$ cat src/sv/dilp_pkg.sv
`timescale 1ns / 1ps
// Package for the delimited integer list parser.
// Word types, register indexes, parser phase and radix codes. No dependencies.
package dilp_pkg;

    localparam int DILP_VALUE_BITS = 64;
    localparam int DILP_CFG_BITS   = 64;

    typedef struct packed {
        logic [7:0] char_byte;
        logic       end_of_list;
    } t_in_word;

    typedef struct packed {
        logic signed [63:0] value;
        logic               used_default;
        logic [15:0]        position;
        logic               last_in_list;
    } t_out_word;

    typedef enum logic [1:0] {
        CFG_DELIMITER = 2'd0,
        CFG_ESCAPE    = 2'd1,
        CFG_DEFAULT   = 2'd2,
        CFG_MAX_COUNT = 2'd3
    } t_cfg_index;

    typedef enum logic [1:0] {
        RADIX_DEC = 2'd0,
        RADIX_OCT = 2'd1,
        RADIX_HEX = 2'd2
    } t_radix;

    typedef enum logic [6:0] {
        PH_BLANK      = 7'b0000001,
        PH_SIGNED     = 7'b0000010,
        PH_ZERO       = 7'b0000100,
        PH_HEXPFX     = 7'b0001000,
        PH_DIGITS     = 7'b0010000,
        PH_DONE_EMPTY = 7'b0100000,
        PH_DONE_NUM   = 7'b1000000
    } t_phase;

    // Control from the list sequencer to the field parser.
    typedef struct packed {
        logic       feed;
        logic       clear;
        logic [7:0] char_byte;
    } t_field_ctl;

    // Value of the current field, as it would be emitted now.
    typedef struct packed {
        logic signed [63:0] value;
        logic               used_default;
    } t_field_res;

endpackage

$ cat src/sv/dilp_accum.sv
`timescale 1ns / 1ps
// Digit accumulator: magnitude * radix + digit with overflow against 2^(N-1).
// Uses dilp_pkg.
module dilp_accum import dilp_pkg::*; #(
    parameter int VALUE_BITS = DILP_VALUE_BITS
) (
    input  logic [VALUE_BITS-1:0] i_mag,
    input  t_radix                i_radix,
    input  logic [3:0]            i_digit,
    output logic [VALUE_BITS-1:0] o_mag,
    output logic                  o_ovf
);
    localparam int SW = VALUE_BITS + 5;
    localparam logic [SW-1:0] CAP = SW'(1) << (VALUE_BITS - 1);

    logic [SW-1:0] w_mag;
    logic [SW-1:0] w_scaled;
    logic [SW-1:0] w_sum;

    assign w_mag = SW'(i_mag);

    always_comb begin
        case (i_radix)
            RADIX_HEX: w_scaled = w_mag << 4;
            RADIX_OCT: w_scaled = w_mag << 3;
            default:   w_scaled = (w_mag << 3) + (w_mag << 1);
        endcase
    end

    assign w_sum = w_scaled + SW'(i_digit);
    // Stored magnitude never exceeds CAP, so the sum fits in SW bits.
    assign o_ovf = w_sum > CAP;
    assign o_mag = w_sum[VALUE_BITS-1:0];

endmodule

$ cat src/sv/dilp_field.sv
`timescale 1ns / 1ps
// Field parser: strtol-style state (blanks, sign, prefix, digits) and the
// saturated value of the current field. Uses dilp_pkg and dilp_accum.
module dilp_field import dilp_pkg::*; #(
    parameter int VALUE_BITS = DILP_VALUE_BITS
) (
    input  logic               i_clk,
    input  logic               i_rst_n,
    input  t_field_ctl         i_ctl,
    input  logic signed [63:0] i_default,
    output t_field_res         o_res
);
    localparam logic [VALUE_BITS-1:0] CAP = {1'b1, {(VALUE_BITS-1){1'b0}}};
    localparam logic [7:0] CH_PLUS  = 8'h2B;
    localparam logic [7:0] CH_MINUS = 8'h2D;
    localparam logic [7:0] CH_ZERO  = 8'h30;
    localparam logic [7:0] CH_ONE   = 8'h31;
    localparam logic [7:0] CH_NINE  = 8'h39;
    localparam logic [7:0] CH_X_LO  = 8'h78;
    localparam logic [7:0] CH_X_UP  = 8'h58;
    localparam logic [7:0] CH_SPACE = 8'h20;
    localparam logic [7:0] CH_BS    = 8'h08;
    localparam logic [7:0] CH_CR    = 8'h0D;
    localparam logic [4:0] DIGIT_NONE = 5'd31;

    function automatic logic [4:0] digit_of(input logic [7:0] c);
        logic [4:0] d;
        if (c >= 8'h30 && c <= 8'h39)      d = 5'(c - 8'h30);
        else if (c >= 8'h61 && c <= 8'h66) d = 5'(c - 8'h57);
        else if (c >= 8'h41 && c <= 8'h46) d = 5'(c - 8'h37);
        else                               d = DIGIT_NONE;
        return d;
    endfunction

    function automatic logic is_blank(input logic [7:0] c);
        return c == CH_SPACE || (c >= CH_BS && c <= CH_CR);
    endfunction

    function automatic logic [4:0] digit_limit(input t_radix r);
        logic [4:0] lim;
        case (r)
            RADIX_HEX: lim = 5'd16;
            RADIX_OCT: lim = 5'd8;
            default:   lim = 5'd10;
        endcase
        return lim;
    endfunction

    t_phase                r_phase, n_phase;
    logic                  r_neg, n_neg;
    t_radix                r_radix, n_radix;
    logic [VALUE_BITS-1:0] r_mag, n_mag;
    logic                  r_ovf, n_ovf;

    logic [7:0]            w_c;
    logic [4:0]            w_d;
    logic [VALUE_BITS-1:0] w_acc_mag;
    logic                  w_acc_ovf;
    logic [VALUE_BITS-1:0] w_val;

    assign w_c = i_ctl.char_byte;
    assign w_d = digit_of(w_c);

    dilp_accum #(.VALUE_BITS(VALUE_BITS)) u_accum (
        .i_mag   (r_mag),
        .i_radix (r_radix),
        .i_digit (w_d[3:0]),
        .o_mag   (w_acc_mag),
        .o_ovf   (w_acc_ovf)
    );

    always_comb begin
        n_phase = r_phase;
        n_neg   = r_neg;
        n_radix = r_radix;
        n_mag   = r_mag;
        n_ovf   = r_ovf;
        if (i_ctl.clear) begin
            n_phase = PH_BLANK;
            n_neg   = 1'b0;
            n_radix = RADIX_DEC;
            n_mag   = '0;
            n_ovf   = 1'b0;
        end else if (i_ctl.feed) begin
            case (r_phase)
                PH_BLANK, PH_SIGNED: begin
                    if (r_phase == PH_BLANK && is_blank(w_c)) begin
                        n_phase = PH_BLANK;
                    end else if (r_phase == PH_BLANK && (w_c == CH_PLUS || w_c == CH_MINUS)) begin
                        n_neg   = (w_c == CH_MINUS);
                        n_phase = PH_SIGNED;
                    end else if (w_c == CH_ZERO) begin
                        n_phase = PH_ZERO;
                    end else if (w_c >= CH_ONE && w_c <= CH_NINE) begin
                        n_radix = RADIX_DEC;
                        n_mag   = VALUE_BITS'(w_d);
                        n_phase = PH_DIGITS;
                    end else begin
                        n_phase = PH_DONE_EMPTY;
                    end
                end
                PH_ZERO: begin
                    if (w_c == CH_X_LO || w_c == CH_X_UP) begin
                        n_phase = PH_HEXPFX;
                    end else if (w_d < 5'd8) begin
                        n_radix = RADIX_OCT;
                        n_mag   = VALUE_BITS'(w_d);
                        n_phase = PH_DIGITS;
                    end else begin
                        n_phase = PH_DONE_NUM;
                    end
                end
                PH_HEXPFX: begin
                    if (w_d < 5'd16) begin
                        n_radix = RADIX_HEX;
                        n_mag   = VALUE_BITS'(w_d);
                        n_phase = PH_DIGITS;
                    end else begin
                        n_phase = PH_DONE_NUM;
                    end
                end
                PH_DIGITS: begin
                    if (w_d < digit_limit(r_radix)) begin
                        // once saturated the magnitude stays frozen
                        if (!r_ovf) begin
                            if (w_acc_ovf) n_ovf = 1'b1;
                            else           n_mag = w_acc_mag;
                        end
                    end else begin
                        n_phase = PH_DONE_NUM;
                    end
                end
                default: begin
                end
            endcase
        end
    end

    always_ff @(posedge i_clk) begin
        if (!i_rst_n) begin
            r_phase <= PH_BLANK;
            r_neg   <= 1'b0;
            r_radix <= RADIX_DEC;
            r_mag   <= '0;
            r_ovf   <= 1'b0;
        end else begin
            r_phase <= n_phase;
            r_neg   <= n_neg;
            r_radix <= n_radix;
            r_mag   <= n_mag;
            r_ovf   <= n_ovf;
        end
    end

    // Negative overflow gives CAP, which reads as the most negative value.
    always_comb begin
        if (r_neg)
            w_val = r_ovf ? CAP : ('0 - r_mag);
        else
            w_val = (r_ovf || r_mag >= CAP) ? (CAP - 1'b1) : r_mag;
    end

    always_comb begin
        o_res.used_default = (r_phase == PH_BLANK) || (r_phase == PH_SIGNED)
                          || (r_phase == PH_DONE_EMPTY);
        o_res.value = o_res.used_default ? i_default : 64'($signed(w_val));
    end

endmodule

$ cat src/sv/delimited_integer_list_parser_unit.sv
`timescale 1ns / 1ps
// Delimited integer list parser: top level with input register, list sequencer
// (escape, delimiter, count limit), config registers and result register.
// Uses dilp_pkg and dilp_field.
//
// Text arrives one byte per word; a word with end_of_list set closes the list.
// Each unescaped delimiter and each end of list yields one result word, parsed
// like strtol with base 0 and saturated to VALUE_BITS bits, until the count
// limit stops the list. The block takes one word per cycle while not stalled,
// and a closing word copies the field value into the result register; each
// character passes from the input register through the field update (a
// shift-add of the magnitude and one compare against the saturation bound)
// into the field registers. Upstream sees stall only while the result
// register is full and stalled. Config writes take effect immediately and
// are meant for idle periods; there is no clearing pass after reset.
module delimited_integer_list_parser_unit import dilp_pkg::*; #(
    parameter int VALUE_BITS = DILP_VALUE_BITS
) (
    input  logic                     i_clk,
    input  logic                     i_rst_n,
    input  logic                     i_in_valid,
    output logic                     o_in_stall,
    input  t_in_word                 i_in_data,
    output logic                     o_out_valid,
    input  logic                     i_out_stall,
    output t_out_word                o_out_data,
    input  logic                     i_cfg_we,
    input  t_cfg_index               i_cfg_index,
    input  logic [DILP_CFG_BITS-1:0] i_cfg_data
);
    logic [7:0]         r_delim;
    logic [7:0]         r_esc;
    logic signed [63:0] r_default;
    logic [15:0]        r_max;

    logic      r_in_valid;
    t_in_word  r_in;
    logic      r_out_valid;
    t_out_word r_out;

    logic        r_esc_pending, n_esc_pending;
    logic [15:0] r_count, n_count;
    logic        r_stopped, n_stopped;

    logic       w_proc;
    logic       w_accept;
    logic       w_esc_on;
    logic       w_emit;
    logic       w_last;
    t_field_ctl w_ctl;
    t_field_res w_res;

    assign w_proc     = r_in_valid && (!r_out_valid || !i_out_stall);
    assign o_in_stall = r_in_valid && !w_proc;
    assign w_accept   = i_in_valid && !o_in_stall;
    assign w_esc_on   = (r_esc != 8'd0) && (r_esc != r_delim);

    always_ff @(posedge i_clk) begin
        if (!i_rst_n) begin
            r_delim   <= 8'd44;
            r_esc     <= 8'd92;
            r_default <= '0;
            r_max     <= '0;
        end else if (i_cfg_we) begin
            case (i_cfg_index)
                CFG_DELIMITER: r_delim   <= i_cfg_data[7:0];
                CFG_ESCAPE:    r_esc     <= i_cfg_data[7:0];
                CFG_DEFAULT:   r_default <= $signed(i_cfg_data[63:0]);
                CFG_MAX_COUNT: r_max     <= i_cfg_data[15:0];
                default: begin
                end
            endcase
        end
    end

    always_comb begin
        n_esc_pending   = r_esc_pending;
        n_count         = r_count;
        n_stopped       = r_stopped;
        w_emit          = 1'b0;
        w_last          = 1'b0;
        w_ctl.feed      = 1'b0;
        w_ctl.clear     = 1'b0;
        w_ctl.char_byte = r_in.char_byte;
        if (w_proc) begin
            if (r_stopped) begin
                if (r_in.end_of_list) begin
                    w_ctl.clear   = 1'b1;
                    n_esc_pending = 1'b0;
                    n_count       = '0;
                    n_stopped     = 1'b0;
                end
            end else if (r_in.end_of_list) begin
                w_emit        = 1'b1;
                w_last        = 1'b1;
                w_ctl.clear   = 1'b1;
                n_esc_pending = 1'b0;
                n_count       = '0;
            end else if (r_esc_pending) begin
                n_esc_pending = 1'b0;
                w_ctl.feed    = 1'b1;
            end else if (w_esc_on && r_in.char_byte == r_esc) begin
                n_esc_pending = 1'b1;
            end else if (r_in.char_byte == r_delim) begin
                w_emit      = 1'b1;
                w_last      = (r_max != 16'd0) && ({1'b0, r_count} + 17'd1 >= {1'b0, r_max});
                w_ctl.clear = 1'b1;
                if (r_count != 16'hFFFF) n_count = r_count + 16'd1;
                if (w_last) n_stopped = 1'b1;
            end else begin
                w_ctl.feed = 1'b1;
            end
        end
    end

    dilp_field #(.VALUE_BITS(VALUE_BITS)) u_field (
        .i_clk     (i_clk),
        .i_rst_n   (i_rst_n),
        .i_ctl     (w_ctl),
        .i_default (r_default),
        .o_res     (w_res)
    );

    always_ff @(posedge i_clk) begin
        if (!i_rst_n) begin
            r_in_valid    <= 1'b0;
            r_out_valid   <= 1'b0;
            r_esc_pending <= 1'b0;
            r_count       <= '0;
            r_stopped     <= 1'b0;
        end else begin
            r_esc_pending <= n_esc_pending;
            r_count       <= n_count;
            r_stopped     <= n_stopped;
            if (w_accept)    r_in_valid <= 1'b1;
            else if (w_proc) r_in_valid <= 1'b0;
            if (w_emit)                            r_out_valid <= 1'b1;
            else if (r_out_valid && !i_out_stall)  r_out_valid <= 1'b0;
        end
    end

    always_ff @(posedge i_clk) begin
        if (w_accept) r_in <= i_in_data;
        if (w_emit) begin
            r_out.value        <= w_res.value;
            r_out.used_default <= w_res.used_default;
            r_out.position     <= r_count;
            r_out.last_in_list <= w_last;
        end
    end

    assign o_out_valid = r_out_valid;
    assign o_out_data  = r_out;

    // a stopped list has emitted at least one word
    a_stopped_count: assert property (@(posedge i_clk) disable iff (!i_rst_n)
        r_stopped |-> r_count != 16'd0)
        else $error("list stopped with zero count");

    a_eol_clears: assert property (@(posedge i_clk) disable iff (!i_rst_n)
        w_proc && r_in.end_of_list |=> r_count == 16'd0 && !r_stopped && !r_esc_pending)
        else $error("end of list did not rearm the parser");

    a_eol_result: assert property (@(posedge i_clk) disable iff (!i_rst_n)
        w_proc && r_in.end_of_list && !r_stopped |=> o_out_valid && o_out_data.last_in_list)
        else $error("end of list gave no final word");

    a_no_stall: assert property (@(posedge i_clk) disable iff (!i_rst_n)
        !i_out_stall |-> !o_in_stall)
        else $error("input stalled without output back-pressure");

endmodule

$ cat config.mk
export PLATFORM = sky130hd
export DESIGN_NAME = delimited_integer_list_parser_unit
export DESIGN_NICKNAME = d
export VERILOG_FILES = /design/src/sv/dilp_pkg.sv /design/src/sv/dilp_accum.sv /design/src/sv/dilp_field.sv /design/src/sv/delimited_integer_list_parser_unit.sv
export SDC_FILE = /design/constraint.sdc
export NUM_CORES = 1
export LEC_CHECK = 0
export BUFFER_PORTS_ARGS = -buffer_cell sky130_fd_sc_hd__buf_2
export CAP_MARGIN = 10
export CORE_MARGIN = 2
export CORE_UTILIZATION = 45
export CTS_CLUSTER_SIZE = 24
export DETAILED_ROUTE_END_ITERATION = 16
export GPL_ROUTABILITY_DRIVEN = 0
export PLACE_DENSITY = 0.68
export SYNTH_ARGS = -nofsm -noshare
export SYNTH_HDL_FRONTEND = slang
export SYNTH_SLANG_ARGS = --single-unit
export TNS_END_PERCENT = 1
$ cat constraint.sdc
create_clock -name i_clk -period 9 [get_ports i_clk]
set_input_delay 0.45 -clock i_clk [delete_from_list [all_inputs] [get_ports i_clk]]
set_output_delay 0.45 -clock i_clk [all_outputs]
set_load 0.03 [all_outputs]
==> impl_metrics.json <==
{
  "report.final.hold_viol_count": 0,
  "synth_top_area_share_pct": 17.00,
  "drc_errors": 0,
  "firstDrtPassIters": 8,
  "cp-start-kind": "flip-flop",
  "period_share_pct": 84.53,
  "grt_max_degree": 109,
  "endpoint_kind": "flip-flop",
  "drv_slew": 0,
  "peakVddDrop_uv": 182.6,
  "synth_edf_count": 91,
  "numCtsBuffers": 27,
  "syn_area_um2": 22490,
  "worstReg2RegEnd": "u_field.r_mag[43]$_SDFFE_PP0P_",
  "r2r.worst_path.cells": 24,
  "place_inst": 3566,
  "wire_per_inst_um": 21.05,
  "syn_avg_cell_area_um2": 7.672,
  "ys_seq_area_share_pct": 29.15,
  "area_growth_syn_to_layout_pct": 8.012,
  "post-dp-hpwl_um": 57360,
  "crit_arrival_ns": 8.07,
  "cts_tree": "built",
  "slowest_stage": "nand3_1",
  "via_per_inst": 6.504,
  "drt_wl_total_um": 76120,
  "p_per_area_nw_per_um2": 114.1,
  "synth.area.top_cells": "dfxtp_1 17%, edfxtp_1 12%, nand2_1 6.6%",
  "r2r-start": "r_in[2]$_DFFE_PP_",
  "cts_sinks": 282,
  "place_area_um2": 23430,
  "stdcell_area_um2": 24290,
  "final.min_clock_period_ns": 7.607,
  "grt_pass1_vias": 21700,
  "synthFlopType": "dfxtp_1",
  "ys_async_sr_fraction_pct": 0,
  "root_buffer": "clkbuf_16",
  "crit_chain": "inv_1, ha_1, nand2b_1, o21ai_0, nor4_1, nand2b_1, a21oi_1, a31oi_1, ha_1, a21o_1, a21oi_1, nor2_1, nand2b_1, a211o_1, or3_1, nor3_1, nand4_1, or4_1, nor4b_2, nor2_1, nor4_1, a31o_2, nand3_1, o2bb2ai_1",
  "finalSetupTns_ns": 0,
  "hold_buffers": 0,
  "drtAntennaViolNets": 0,
  "critPathRequiredTime_ns": 9.47,
  "drive_above_1_share_pct": 9.624,
  "worstHoldStart": "i_in_data[0]",
  "rrSetupSlack_ns": 1.39,
  "path_class": "flip-flop to flip-flop",
  "clk_latency_ns": 0.55,
  "yosysMostFrequentCell": "nand2_1",
  "dieHeight_um": 227.5,
  "outcome": "completed",
  "grt_first_pass_wirelength_um": 119400,
  "relSlewSlack_pct": 22.52,
  "critPathMaxStageDelay_ns": 0.69,
  "port_buffers": 163,
  "hp-class": "primary input to flip-flop",
  "yosysUniqueCellTypes": 95,
  "finalClockSkew_ns": 0.01618,
  "setup_viol": 0,
  "antenna_found_initial": 1,
  "num_vias": 23520,
  "fin_hold_ws_ns": 0.07324,
  "maxCapViolations": 0,
  "hold_path_end": "r_in[0]$_DFFE_PP_",
  "synth_top_cell_by_area": "dfxtp_1",
  "rows": 81,
  "rsz0062_at_grt": "false",
  "grt_overflow": 0,
  "leakage_nw": 8.884,
  "cp_common_cell": "nand2b_1",
  "post-cts-setup-buffer-count": 0,
  "finalNetCount": 3105,
  "cts_resized": 0,
  "path_max_fanout": 20,
  "initial_core_util_pct": 45.75,
  "power.switching_uw": 697.5,
  "boundaryPins": 164,
  "p_comb_share_pct": 9.8,
  "htree_levels": 1,
  "synth_cells": 2931,
  "initialDrtViolationCount": 3116,
  "p_int_mw": 2.073,
  "fin_cells": 3616,
  "clock.fmax_mhz": 131.5,
  "die_area_um2": 51780,
  "synth_seq_cells": 282,
  "clockBufferDepth": 3,
  "worst_pin_slew_ns": 1.148,
  "p_total_mw": 2.770,
  "yosys_warnings": 0,
  "clkPwrFrac_pct": 40.5,
  "power.share.switching_pct": 25.18,
  "p_seq_share_pct": 49.7,
  "fp.coreArea_um2": 49150,
  "synth.net_count": 3105,
  "clk_pin_slew_ns": 0.07,
  "grt_usage_pct": 28.68,
  "die_x_um": 227.5,
  "synth_common_cells": "398 x nand2_1, 275 x nor2_1, 193 x a21oi_1",
  "hold_depth": 1
}
through the flow:
stage / setup slack (ns) / utilization [%]
2_1_floorplan: 1.623 / -
4_1_cts: 1.541 / 49.41
6_report: 1.393 / 49.42
3_5_place_dp: 1.637 / 47.67
3_3_place_gp: 1.831 / 47.67
5_1_grt: 0.7529 / 49.41
cells in the final DEF (no fill, tap or decap), types with 27 or more instances in the layout:
master / count
nand2_1: 398
nor2_1: 274
a21oi_1: 193
dfxtp_1: 191
buf_2: 163
o21ai_0: 160
a21boi_0: 105
nor3_1: 102
edfxtp_1: 91
ha_1: 90
nand3_1: 81
nand4_1: 70
xnor2_1: 64
nor4_1: 59
xor2_1: 54
inv_1: 49
or3_1: 49
a22o_1: 43
a221oi_1: 41
o21a_1: 33
mux2i_1: 31
nand2b_1: 29
a21o_1: 29
and3_1: 28
a31oi_1: 28
clkbuf_16: 27
registers in the layout, summed over array words and instances, names as in the netlist, 2 cells and up:
name / flops
r_max: 16
u_field.r_mag: 64
r_delim: 8
r_default: 64
r_count: 16
u_field.r_radix: 2
r_in: 9
o_out_data: 82
u_field.r_phase: 7
r_esc: 8
worst max-delay path by stage:
stage	from	slack, ns	end	cells after the start
CTS	r_in[2]$_DFFE_PP_	1.54	u_field.r_mag[28]$_SDFFE_PP0P_	24
detailed placement	r_in[2]$_DFFE_PP_	1.64	u_field.r_mag[28]$_SDFFE_PP0P_	24
finish	r_in[2]$_DFFE_PP_	1.39	u_field.r_mag[43]$_SDFFE_PP0P_	24
global placement	r_in[2]$_DFFE_PP_	1.83	u_field.r_mag[42]$_SDFFE_PP0P_	24
floorplan	u_field.r_radix[0]$_SDFFE_PP0P_	1.62	u_field.r_mag[33]$_SDFFE_PP0P_	32
global route	r_in[2]$_DFFE_PP_	0.75	u_field.r_mag[47]$_SDFFE_PP0P_	24
routing by layer:
| layer | up-vias | track usage (%) | part of all wire, % |
|---|---|---|---|
| li1 | 10940 | - | - |
| met1 | 11040 | 40.59 | 43 |
| met2 | 1341 | 43.57 | 43 |
| met3 | 194 | 5.408 | 11 |
| met4 | 2 | 9.994 | 3.6 |
| met5 | - | 0 | 0.014 |
power groups by stage:
stage / sequential [mW] / clock (mW) / combinational (mW)
finish: 1.38 / 1.12 / 0.270
global route: 1.38 / 1.18 / 0.296
CTS: 1.38 / 1.14 / 0.267
detailed placement: 1.40 / 0 / 0.266
global placement: 1.40 / 0 / 0.262
floorplan: 1.42 / 0 / 0.151
cell type report:
type                    count  area, µm²
diodes                      1      2.502
clock buffers              42      792.0
clock inverters             7      65.06
fillers                  4814      24860
inverters                  50      188.9
multi-input cells        2388      14900
flip-flops and latches    282       6556
well taps                 664      830.8
repair buffers            182      958.4
cells by family after synthesis:
| kind of cell | share of synthesized area [%] |
|---|---|
| simple gates | 27.03 |
| compound gates | 27.62 |
| flops | 29.15 |
| buf+inv | 4.724 |
| xor+xnor | 4.596 |
| fa+ha+maj | 5.297 |
| mux | 1.580 |
critical path: cells and delay by family, from the launching register on:
kind	cells	cell delay, ns
AO/OA/AOI/OAI	8	1.71
adder cells (fa/ha/maj)	2	0.63
buffers and inverters	1	0.16
flip-flops	1	0.47
AND/OR/NAND/NOR	13	4.50
Power figures use the tool's default switching activity.
